**config.mk**
```make
export PLATFORM = sky130hd
export DESIGN_NAME = power_button_shutdown_sequencer_core
export DESIGN_NICKNAME = d
export VERILOG_FILES = /design/src/hw/rtl/pbss_pkg.sv /design/src/hw/rtl/pbss_press_qual.sv /design/src/hw/rtl/pbss_seq.sv /design/src/hw/rtl/power_button_shutdown_sequencer_core.sv
export VERILOG_INCLUDE_DIRS = /design/src /design/src/hw/rtl
export SDC_FILE = /design/constraint.sdc
export NUM_CORES = 1
export LEC_CHECK = 0
export ABC_AREA = 1
export BUFFER_PORTS_ARGS = -buffer_cell sky130_fd_sc_hd__buf_2
export CAP_MARGIN = 20
export CORE_MARGIN = 4
export CORE_UTILIZATION = 49
export CTS_BUF_LIST = sky130_fd_sc_hd__clkbuf_8
export CTS_CLUSTER_SIZE = 16
export DETAILED_ROUTE_END_ITERATION = 10
export GPL_TIMING_DRIVEN = 0
export PLACE_DENSITY = 0.67
export SYNTH_ARGS = -nofsm -noshare
export SYNTH_HDL_FRONTEND = slang
export SYNTH_SLANG_ARGS = --single-unit
export TNS_END_PERCENT = 1
```
**constraint.sdc**
```tcl
create_clock -name clk -period 9.35 [get_ports clk]
set_clock_uncertainty 0.2 [all_clocks]
set_input_delay 0.935 -clock clk [delete_from_list [all_inputs] [get_ports clk]]
set_output_delay 0.935 -clock clk [all_outputs]
set_load 0.03 [all_outputs]
```
**src/hw/rtl/power_button_shutdown_sequencer_core_assert.svh**
```systemverilog
// assertion macros used by power_button_shutdown_sequencer_core.sv
`ifndef POWER_BUTTON_SHUTDOWN_SEQUENCER_CORE_ASSERT_SVH
`define POWER_BUTTON_SHUTDOWN_SEQUENCER_CORE_ASSERT_SVH

`ifndef NO_ASSERTIONS
`define PBSS_ASSERT_SAME(label, clk, rst_n, ante, cons) \
  label: assert property (@(posedge clk) disable iff (!(rst_n)) (ante) |-> (cons)) \
    else $error("pbss assertion failed");
`define PBSS_ASSERT_NEXT(label, clk, rst_n, ante, cons) \
  label: assert property (@(posedge clk) disable iff (!(rst_n)) (ante) |=> (cons)) \
    else $error("pbss assertion failed");
`else
`define PBSS_ASSERT_SAME(label, clk, rst_n, ante, cons)
`define PBSS_ASSERT_NEXT(label, clk, rst_n, ante, cons)
`endif

`endif

```
**src/hw/rtl/pbss_pkg.sv**
```systemverilog
`timescale 1ns / 1ps

package pbss_pkg;

  localparam int CFG_W = 8;
  localparam int CFG_IDX_W = 2;

  localparam logic [CFG_IDX_W-1:0] CFG_DEBOUNCE_TICKS   = 2'd0;
  localparam logic [CFG_IDX_W-1:0] CFG_BLINK_TICKS      = 2'd1;
  localparam logic [CFG_IDX_W-1:0] CFG_SHUTDOWN_PERIODS = 2'd2;

  localparam logic [CFG_W-1:0] DEBOUNCE_TICKS_RST   = 8'd10;
  localparam logic [CFG_W-1:0] BLINK_TICKS_RST      = 8'd11;
  localparam logic [CFG_W-1:0] SHUTDOWN_PERIODS_RST = 8'd30;

  typedef enum logic [1:0] {
    MODE_ON   = 2'd0,
    MODE_SHUT = 2'd1,
    MODE_OFF  = 2'd2
  } mode_t;

  typedef struct packed {
    logic  lamp_on;
    logic  relay_on;
    logic  shutdown_request;
    mode_t mode_now;
  } pbss_res_t;

endpackage

```
**src/hw/rtl/pbss_press_qual.sv**
```systemverilog
`timescale 1ns / 1ps

module pbss_press_qual #(
  parameter int COUNT_WIDTH = 8
) (
  input  logic                        clk,
  input  logic                        rst_n,
  input  logic                        step,
  input  logic                        button_down,
  input  logic [pbss_pkg::CFG_W-1:0]  debounce_ticks,
  output logic                        press
);

  localparam int CMP_W = (COUNT_WIDTH > pbss_pkg::CFG_W) ? COUNT_WIDTH : pbss_pkg::CFG_W;

  logic [COUNT_WIDTH-1:0] press_count_r;
  logic [COUNT_WIDTH-1:0] press_count_nxt;
  logic [COUNT_WIDTH-1:0] count_inc;

  always_comb begin
    if (press_count_r == {COUNT_WIDTH{1'b1}}) begin
      count_inc = press_count_r;
    end else begin
      count_inc = press_count_r + {{(COUNT_WIDTH-1){1'b0}}, 1'b1};
    end
    if (!button_down) begin
      count_inc = '0;
    end
    press = CMP_W'(count_inc) >= CMP_W'(debounce_ticks);
    press_count_nxt = press ? '0 : count_inc;
  end

  always_ff @(posedge clk) begin
    if (!rst_n) begin
      press_count_r <= '0;
    end else if (step) begin
      press_count_r <= press_count_nxt;
    end
  end

endmodule

```
**src/hw/rtl/pbss_seq.sv**
```systemverilog
`timescale 1ns / 1ps

module pbss_seq #(
  parameter int COUNT_WIDTH = 8
) (
  input  logic                        clk,
  input  logic                        rst_n,
  input  logic                        step,
  input  logic                        press,
  input  logic [pbss_pkg::CFG_W-1:0]  blink_ticks,
  input  logic [pbss_pkg::CFG_W-1:0]  shutdown_periods,
  output pbss_pkg::pbss_res_t         res
);

  localparam int CMP_W = (COUNT_WIDTH > pbss_pkg::CFG_W) ? COUNT_WIDTH : pbss_pkg::CFG_W;

  pbss_pkg::mode_t        mode_r;
  pbss_pkg::mode_t        mode_nxt;
  logic [COUNT_WIDTH-1:0] tick_r;
  logic [COUNT_WIDTH-1:0] tick_nxt;
  logic [COUNT_WIDTH-1:0] tick_mid;
  logic [COUNT_WIDTH-1:0] tick_inc;
  logic [COUNT_WIDTH-1:0] period_r;
  logic [COUNT_WIDTH-1:0] period_nxt;
  logic [COUNT_WIDTH-1:0] period_mid;
  logic [COUNT_WIDTH-1:0] period_inc;
  logic                   phase_r;
  logic                   phase_nxt;
  logic                   period_limit;
  logic                   wrap;

  assign tick_inc = (tick_r == {COUNT_WIDTH{1'b1}}) ? tick_r
                  : tick_r + {{(COUNT_WIDTH-1){1'b0}}, 1'b1};
  assign period_limit = CMP_W'(period_r) >= CMP_W'(shutdown_periods);

  // next mode
  always_comb begin
    unique case (mode_r)
      pbss_pkg::MODE_ON: begin
        mode_nxt = press ? pbss_pkg::MODE_SHUT : pbss_pkg::MODE_ON;
      end
      pbss_pkg::MODE_SHUT: begin
        if (press) begin
          mode_nxt = pbss_pkg::MODE_ON;
        end else if (period_limit) begin
          mode_nxt = pbss_pkg::MODE_OFF;
        end else begin
          mode_nxt = pbss_pkg::MODE_SHUT;
        end
      end
      default: begin
        mode_nxt = press ? pbss_pkg::MODE_ON : pbss_pkg::MODE_OFF;
      end
    endcase
  end

  // counters and blink phase
  always_comb begin
    unique case (mode_r)
      pbss_pkg::MODE_ON: begin
        tick_mid   = press ? '0 : tick_r;
        period_mid = press ? '0 : period_r;
      end
      pbss_pkg::MODE_SHUT: begin
        tick_mid   = tick_inc;
        period_mid = press ? '0 : period_r;
      end
      default: begin
        tick_mid   = tick_r;
        period_mid = period_r;
      end
    endcase
    wrap = CMP_W'(tick_mid) >= CMP_W'(blink_ticks);
    period_inc = (period_mid == {COUNT_WIDTH{1'b1}}) ? period_mid
               : period_mid + {{(COUNT_WIDTH-1){1'b0}}, 1'b1};
    tick_nxt   = wrap ? '0 : tick_mid;
    period_nxt = wrap ? period_inc : period_mid;
    phase_nxt  = phase_r ^ wrap;
  end

  // outputs
  always_comb begin
    unique case (mode_r)
      pbss_pkg::MODE_ON: begin
        res.lamp_on  = 1'b1;
        res.relay_on = 1'b1;
      end
      pbss_pkg::MODE_SHUT: begin
        res.lamp_on  = phase_r;
        res.relay_on = 1'b1;
      end
      default: begin
        res.lamp_on  = 1'b0;
        res.relay_on = 1'b0;
      end
    endcase
    res.shutdown_request = (mode_nxt == pbss_pkg::MODE_SHUT);
    res.mode_now         = mode_nxt;
  end

  always_ff @(posedge clk) begin
    if (!rst_n) begin
      mode_r   <= pbss_pkg::MODE_ON;
      tick_r   <= '0;
      period_r <= '0;
      phase_r  <= 1'b0;
    end else if (step) begin
      mode_r   <= mode_nxt;
      tick_r   <= tick_nxt;
      period_r <= period_nxt;
      phase_r  <= phase_nxt;
    end
  end

endmodule

```
**src/hw/rtl/power_button_shutdown_sequencer_core.sv**
```systemverilog
// path: an input item passes through the input register and then the result
//   register before its result item can be taken
// throughput: one item per cycle when out_ready does not stall; the input register
//   and the output register let a new item be taken while a result waits on out_ready
// reset: synchronous active-low rst_n; mode on, all counters and blink phase
//   cleared, registers back to debounce 10, blink 11, shutdown periods 30
`timescale 1ns / 1ps
`include "power_button_shutdown_sequencer_core_assert.svh"

module power_button_shutdown_sequencer_core #(
  parameter int COUNT_WIDTH = 8
) (
  input  logic                            clk,
  input  logic                            rst_n,
  input  logic                            in_valid,
  output logic                            in_ready,
  input  logic                            in_button_down,
  output logic                            out_valid,
  input  logic                            out_ready,
  output logic                            out_lamp_on,
  output logic                            out_relay_on,
  output logic                            out_shutdown_request,
  output logic [1:0]                      out_mode_now,
  input  logic                            cfg_valid,
  output logic                            cfg_ready,
  input  logic [pbss_pkg::CFG_IDX_W-1:0]  cfg_index,
  input  logic [pbss_pkg::CFG_W-1:0]      cfg_data
);

  logic                       s1_valid_r;
  logic                       s1_button_r;
  logic                       adv;
  logic                       press;
  logic                       out_valid_r;
  pbss_pkg::pbss_res_t        res;
  pbss_pkg::pbss_res_t        out_res_r;
  logic [pbss_pkg::CFG_W-1:0] debounce_ticks_r;
  logic [pbss_pkg::CFG_W-1:0] blink_ticks_r;
  logic [pbss_pkg::CFG_W-1:0] shutdown_periods_r;

  assign adv       = s1_valid_r && (!out_valid_r || out_ready);
  assign in_ready  = !s1_valid_r || adv;
  assign cfg_ready = 1'b1;

  always_ff @(posedge clk) begin
    if (!rst_n) begin
      debounce_ticks_r   <= pbss_pkg::DEBOUNCE_TICKS_RST;
      blink_ticks_r      <= pbss_pkg::BLINK_TICKS_RST;
      shutdown_periods_r <= pbss_pkg::SHUTDOWN_PERIODS_RST;
    end else if (cfg_valid) begin
      unique case (cfg_index)
        pbss_pkg::CFG_DEBOUNCE_TICKS:   debounce_ticks_r   <= cfg_data;
        pbss_pkg::CFG_BLINK_TICKS:      blink_ticks_r      <= cfg_data;
        pbss_pkg::CFG_SHUTDOWN_PERIODS: shutdown_periods_r <= cfg_data;
        default: ;
      endcase
    end
  end

  // input register
  always_ff @(posedge clk) begin
    if (!rst_n) begin
      s1_valid_r <= 1'b0;
    end else if (in_ready) begin
      s1_valid_r <= in_valid;
    end
  end

  always_ff @(posedge clk) begin
    if (in_valid && in_ready) begin
      s1_button_r <= in_button_down;
    end
  end

  pbss_press_qual #(
    .COUNT_WIDTH (COUNT_WIDTH)
  ) u_press_qual (
    .clk            (clk),
    .rst_n          (rst_n),
    .step           (adv),
    .button_down    (s1_button_r),
    .debounce_ticks (debounce_ticks_r),
    .press          (press)
  );

  pbss_seq #(
    .COUNT_WIDTH (COUNT_WIDTH)
  ) u_seq (
    .clk              (clk),
    .rst_n            (rst_n),
    .step             (adv),
    .press            (press),
    .blink_ticks      (blink_ticks_r),
    .shutdown_periods (shutdown_periods_r),
    .res              (res)
  );

  // result register
  always_ff @(posedge clk) begin
    if (!rst_n) begin
      out_valid_r <= 1'b0;
    end else if (adv) begin
      out_valid_r <= 1'b1;
    end else if (out_ready) begin
      out_valid_r <= 1'b0;
    end
  end

  always_ff @(posedge clk) begin
    if (adv) begin
      out_res_r <= res;
    end
  end

  assign out_valid            = out_valid_r;
  assign out_lamp_on          = out_res_r.lamp_on;
  assign out_relay_on         = out_res_r.relay_on;
  assign out_shutdown_request = out_res_r.shutdown_request;
  assign out_mode_now         = out_res_r.mode_now;

  `PBSS_ASSERT_NEXT(a_adv_fills_out, clk, rst_n, adv, out_valid_r)
  `PBSS_ASSERT_SAME(a_no_overrun, clk, rst_n, in_valid && in_ready, !s1_valid_r || adv)
  `PBSS_ASSERT_SAME(a_req_matches_mode, clk, rst_n, out_valid_r,
    out_res_r.shutdown_request == (out_res_r.mode_now == pbss_pkg::MODE_SHUT))
  `PBSS_ASSERT_SAME(a_mode_legal, clk, rst_n, out_valid_r,
    out_res_r.mode_now == pbss_pkg::MODE_ON || out_res_r.mode_now == pbss_pkg::MODE_SHUT ||
    out_res_r.mode_now == pbss_pkg::MODE_OFF)

endmodule

```
Word-level counts from Yosys, hierarchy flattened
Index checks and enable logic that the tools add are counted.

Flip-flop bits (word level): 59. Input bits: 16. Output and inout bits: 8. Word-level logic and storage cells: 61.

Add/subtract/negate cells: 3. Magnitude comparators: 3. Eq/ne operators: 7. Muxes and demuxes: 19. Bitwise logic cells: 1. Reductions and logical operators: 13.

Operators with widths (number): 8-bit two-way mux (10); 8-bit by 1-bit adder with 8-bit output, second input constant (3); 8-bit == test, second input constant (3); 8-bit greater-or-equal comparator (3); 8-bit one-hot mux with 2 select lines (1); 2-bit one-hot mux with 2 select lines (2); 2-bit by 1-bit == test with 1-bit output, second input constant (3); 2-bit two-way mux (3); 2-bit AND reduction (3); 2-bit zero test (2); 1-bit two-way mux (3); 2-bit == test, second input constant (1); 1-bit logical AND (2); 1-bit zero test (2); 1-bit logical OR (2); 2-bit nonzero test (1); 2-bit OR reduction (1); 1-bit bitwise XOR (1).

Longest topological paths before layout
Depth in word-level cells: 9. Gate-level depth with buffers: 31. Depth with buffers taken out: 31.

By module
A second synthesis with hierarchy kept.

Cells, all modules: 590. Area, all modules: 3881.2 sq um.

Modules (own cells, without submodules): pbss_seq (times used 1, cells an instance 296, area each 1778.0 sq um, seq. area each 380.4 sq um); power_button_shutdown_sequencer_core (times used 1, cells an instance 161, area each 1301.2 sq um, seq. area each 700.7 sq um); pbss_press_qual (times used 1, cells an instance 133, area each 802.0 sq um, seq. area each 160.2 sq um).

Worst setup path after synthesis
No wires, ideal clock.

Path kind: register to register. Start point: register u_press_qual.press_count_r[0]. End point: register u_seq.period_r[5]. Library setup time: 0.116 ns. Arrival: 3.454 ns. Data required time: 9.034 ns. Setup slack: 5.580 ns. Cell stages (with the launch flop): 29. Path buffers: 0. Clock period less this slack: 3.770 ns. Cell sequence: dfxtp_1 > ha_1 > nand2_1 > nor2_2 > inv_2 > nor2_8 > nand2_4 > nand2_2 > nor2_1 > a21oi_1 > nor3_2 > ha_1 > nand2_1 > nor2_1 > nand4_2 > nand3_4 > nand2_2 > a21oi_1 > a21oi_1 > ha_1 > nand2_1 > o21ai_0 > nand2_1 > nand3_1 > nand2_1 > inv_1 > nand3_1 > o21ai_0 > nor2_1.

Word-level cells in the longest chain between the ends: 9. Elaborated cells between the ends (all ways): 14. Those cells by class: add/sub (2); order compare (2); eq/ne (2); mux (8).

Ends and longest elaborated chain: from (decl) (RTL line pbss_press_qual.sv:16) `logic [COUNT_WIDTH-1:0] press_count_r;`; from (signal assigned) (RTL line pbss_press_qual.sv:37) `press_count_r <= press_count_nxt;`; 8-bit by 1-bit adder with 8-bit output / 8-bit == test (equally long branches) (RTL line pbss_press_qual.sv:24, pbss_press_qual.sv:21); 8-bit two-way mux * (RTL line pbss_press_qual.sv:21) `if (press_count_r == {COUNT_WIDTH{1'b1}}) begin`; 8-bit two-way mux * (RTL line pbss_press_qual.sv:26) `if (!button_down) begin`; 8-bit greater-or-equal comparator * (RTL line pbss_press_qual.sv:29) `press = CMP_W'(count_inc) >= CMP_W'(debounce_ticks);`; 8-bit two-way mux (RTL line pbss_seq.sv:62, pbss_seq.sv:66); 8-bit two-way mux; 8-bit by 1-bit adder with 8-bit output / 8-bit == test (equally long branches) (RTL line pbss_seq.sv:75, pbss_seq.sv:74); 8-bit two-way mux (RTL line pbss_seq.sv:74) `period_inc = (period_mid == {COUNT_WIDTH{1'b1}}) ? period_mid`; 8-bit two-way mux * (RTL line pbss_seq.sv:77) `period_nxt = wrap ? period_inc : period_mid;`; to (signal assigned) (RTL line pbss_seq.sv:110) `period_r <= period_nxt;`; to (decl) (RTL line pbss_seq.sv:23) `logic [COUNT_WIDTH-1:0] period_r;`.

Every way passes the cells marked *; elsewhere a longest branch is shown, timed or not. A chain may end at the register's enable or synchronous reset.

Worst setup path in the final report
Start point: register u_press_qual.press_count_r[0]. End point: register u_seq.tick_r[1].

Word-level cells in the longest chain between the ends: 8. Elaborated cells between the ends (all ways): 9. Those cells by class: add/sub (1); order compare (2); eq/ne (1); mux (5).

Ends and longest elaborated chain: 8-bit by 1-bit adder with 8-bit output / 8-bit == test (equally long branches) (RTL line pbss_press_qual.sv:24, pbss_press_qual.sv:21); 8-bit two-way mux * (RTL line pbss_press_qual.sv:21); 8-bit two-way mux * (RTL line pbss_press_qual.sv:26); 8-bit greater-or-equal comparator * (RTL line pbss_press_qual.sv:29); 8-bit two-way mux * (RTL line pbss_seq.sv:61) `tick_mid = press ? '0 : tick_r;`; 8-bit one-hot mux with 2 select lines * (RTL line pbss_seq.sv:59) `unique case (mode_r)`; 8-bit greater-or-equal comparator (RTL line pbss_seq.sv:73) `wrap = CMP_W'(tick_mid) >= CMP_W'(blink_ticks);`; 8-bit two-way mux * (RTL line pbss_seq.sv:76) `tick_nxt = wrap ? '0 : tick_mid;`; to (signal assigned) (RTL line pbss_seq.sv:109) `tick_r <= tick_nxt;`; to (decl) (RTL line pbss_seq.sv:19) `logic [COUNT_WIDTH-1:0] tick_r;`.

Marks and branches as above.

==> reports/summary.txt <==
Largest net degree at the start of global routing = 15
Synth area leaders = dfxtp_1 (31%), ha_1 (10%), nand2_1 (8.1%)
Worst Tran Pin Value = 0.677 ns
Post_cts resized = 0
Post-route cell area = 0.00384 mm2
Postcts setup bufs = 0
Final Setup Violations = 0
Syn Nets = 498
Total GRT Usage = 19.3%
# placed instances = 557
Post-route insts no fill = 573
Die W = 91.1 um
Synth unique cells = 40
Max FO, Critical Path = 10
Hpwl dp = 5.90 mm
Worst path max stage delay = 0.39 ns
# port buffers = 22
Synth Cell Area = 0.00339 mm2
Post-DRT Antenna Nets = 0
Nets = 531
RSZ-0062 raised after global routing = no
Pins over their slew limit = 0
Area leader, netlist = dfxtp_1
CTS H-Tree Depth = 3
Cell Area, Placed = 0.00360 mm2
Core ar. = 0.00676 mm2
Clock-pin slew on the worst setup and hold paths = 0.07 ns
Vias per inst = 5.34
YS warnings = 0
Max_slew headroom = 54.9%
HP Start = debounce_ticks_r[2]$_SDFFE_PN0P_
Worst path arrival time = 4.65 ns
Critical Path End Type = register
Top-area cell type share of the netlist area = 31.3%
Syn-to-layout area delta = 13.5%
CTS Buf Count = 9
Vias in the first global route = 2751
Worst-Skew Late Latency = 0.34 ns
Data required, critical path = 9.40 ns
Max Cap Viol = 0
Initial antenna violation count = 0
CTS Sinks = 59
Slowest cell on crit path = dfxtp_1
Post-Route WL = 7.69 mm
TritonCTS clock tree = done
Initial Utilization = 50.1%
DR WL/cell = 13.4 um
Routed vias = 3057
Fraction of layout cells with a size suffix above 1 = 15.0%
Most frequent cells in the layout = nand2_1 (73), inv_1 (64), dfxtp_1 (53)
Placer congestion estimate = 0.830
Commonest non-fill, non-tap cell in the layout = nand2_1
Drt pass-1 iters = 4
Die ar. = 0.00830 mm2
Tmin final = 4.60 ns
Total congestion overflow = 0
Pre-CTS WS = 4.83 ns
Final worst setup slack = 4.75 ns
First DRT Iteration DRCs = 154
Post-route DRC = 0
Post-synthesis sequential area ratio = 36.7%
Crit path kind = register to register
Ant. Diodes = 0
Fmax achieved = 217 MHz
Final hold vios = 0
Peak VDD IR = 0.0728 mV
Post-CTS Hold Fix Bufs = 0
Clock Root Buffer = clkbuf_8
First-pass GRT wire length = 12.8 mm
Final period utilization = 49.2%
Site Rows = 30
Final design utilization = 56.9%
Worst Hold Class = register to register
Critical Path Source Type = register
Avg Inst Size Synth = 7.44 um2
IO Count = 24
Height of the die = 91.1 um
Outcome = finished, final reports clean
Reg2reg setup slack = 4.75 ns
PD cells = 166 mW/mm2
CTS Buffer Depth = 2
Pleak = 0.00182 uW
Gate Count Post-Synth = 455
Worst Setup SP = u_press_qual.press_count_r[0]$_SDFFE_PN0P_
Synthesis-stage register bit count = 59
Final setup TNS = 0 ns
RR Startpoint = u_press_qual.press_count_r[0]$_SDFFE_PN0P_
## stage by stage
| step | hold WS (ns) | power [uW] |
|---|---|---|
| 5_1_grt | 0.297 | 668 |
| 4_1_cts | 0.273 | 643 |
| 2_1_floorplan | 0.235 | 340 |
| 3_5_place_dp | 0.263 | 364 |
| 3_3_place_gp | 0.256 | 361 |
| 6_report | 0.267 | 639 |
## routing by layer
metal	up-vias	track usage (%)	wire length (um)	share of wire (%)
met1	1421	24.2	3560	46
met3	9	3.31	249	3.2
li1	1579	-	-	-
met2	48	33.2	3770	49
met5	-	0	0	0
met4	0	7.16	113	1.5
## logic make-up after synthesis
| logic type | synth area share, % |
|---|---|
| and+or+nand+nor | 24.9 |
| adders and majority gates | 9.98 |
| other | 0.111 |
| xor gates and xnor gates | 0.259 |
| DFF | 36.7 |
| AOI/OAI and AO/OA | 18.8 |
| buffers and inverters | 9.24 |
## report_power, final
group	internal [uW]	switching (uW)
sequential	268	7.15
clock	179	101
combinational	28.5	55.1
total	476	163
## critical path, delay by kind of cell (launching register included)
| family | cells | cell delay [ns] |
|---|---|---|
| simple gates | 16 | 2.11 |
| compound gates | 6 | 0.95 |
| fa+ha+maj | 3 | 0.79 |
| flops | 1 | 0.39 |
| buf+inv | 1 | 0.09 |
## area by class of cell
type                       count  area, um2
buffer                        10       42.5
clock buffer                  13        179
clock inverter                 3       67.6
fill                         666       2910
inverter                      72        270
multi-input combinational    314       1830
sequential                    59       1240
tap                           80        100
timing repair buffer          22        110
## state kept, by name (all words and copies together) (netlist names), 2 cells and up
name and cells:
debounce_ticks_r 8, shutdown_periods_r 8, u_seq.mode_r 2, u_seq.tick_r 8
blink_ticks_r 8, u_press_qual.press_count_r 8, u_seq.period_r 8, out_mode_now 2
## Yosys cell counts
cell and number:
clkbuf_1 8, edfxtp_1 6, dfxtp_1 53, nor3_1 5, o21ai_0 33, a31oi_1 2
o21ai_1 4, nor2_2 4, nor3_2 4, nand3_4 1, nand4_2 1, a22oi_2 1
inv_1 64, conb_1 1, nand2_4 4, a21oi_1 46, nor2_4 2, nand2_2 7
buf_4 1, or2_2 1, nand4_1 5, xnor2_1 1, inv_2 6, a21o_1 1
buf_2 1, a22oi_1 5, o211ai_1 10, ha_1 27, a31o_2 1, nor2_1 42
a211oi_1 5, nand3_1 19, nor2_8 1, a21oi_2 1, clkinv_1 2, o21a_1 2
o21bai_1 1, nand3b_1 2, and3_1 2, nand2_1 73
## final timing paths
check,endpoint,cells past startpoint
max,u_seq.tick_r[1]$_SDFFE_PN0P_,26
min,debounce_ticks_r[2]$_SDFFE_PN0P_,2
max reg2reg,u_seq.tick_r[1]$_SDFFE_PN0P_,26
min reg2reg,debounce_ticks_r[2]$_SDFFE_PN0P_,2
Note: power is estimated with default switching activity, not from simulation.
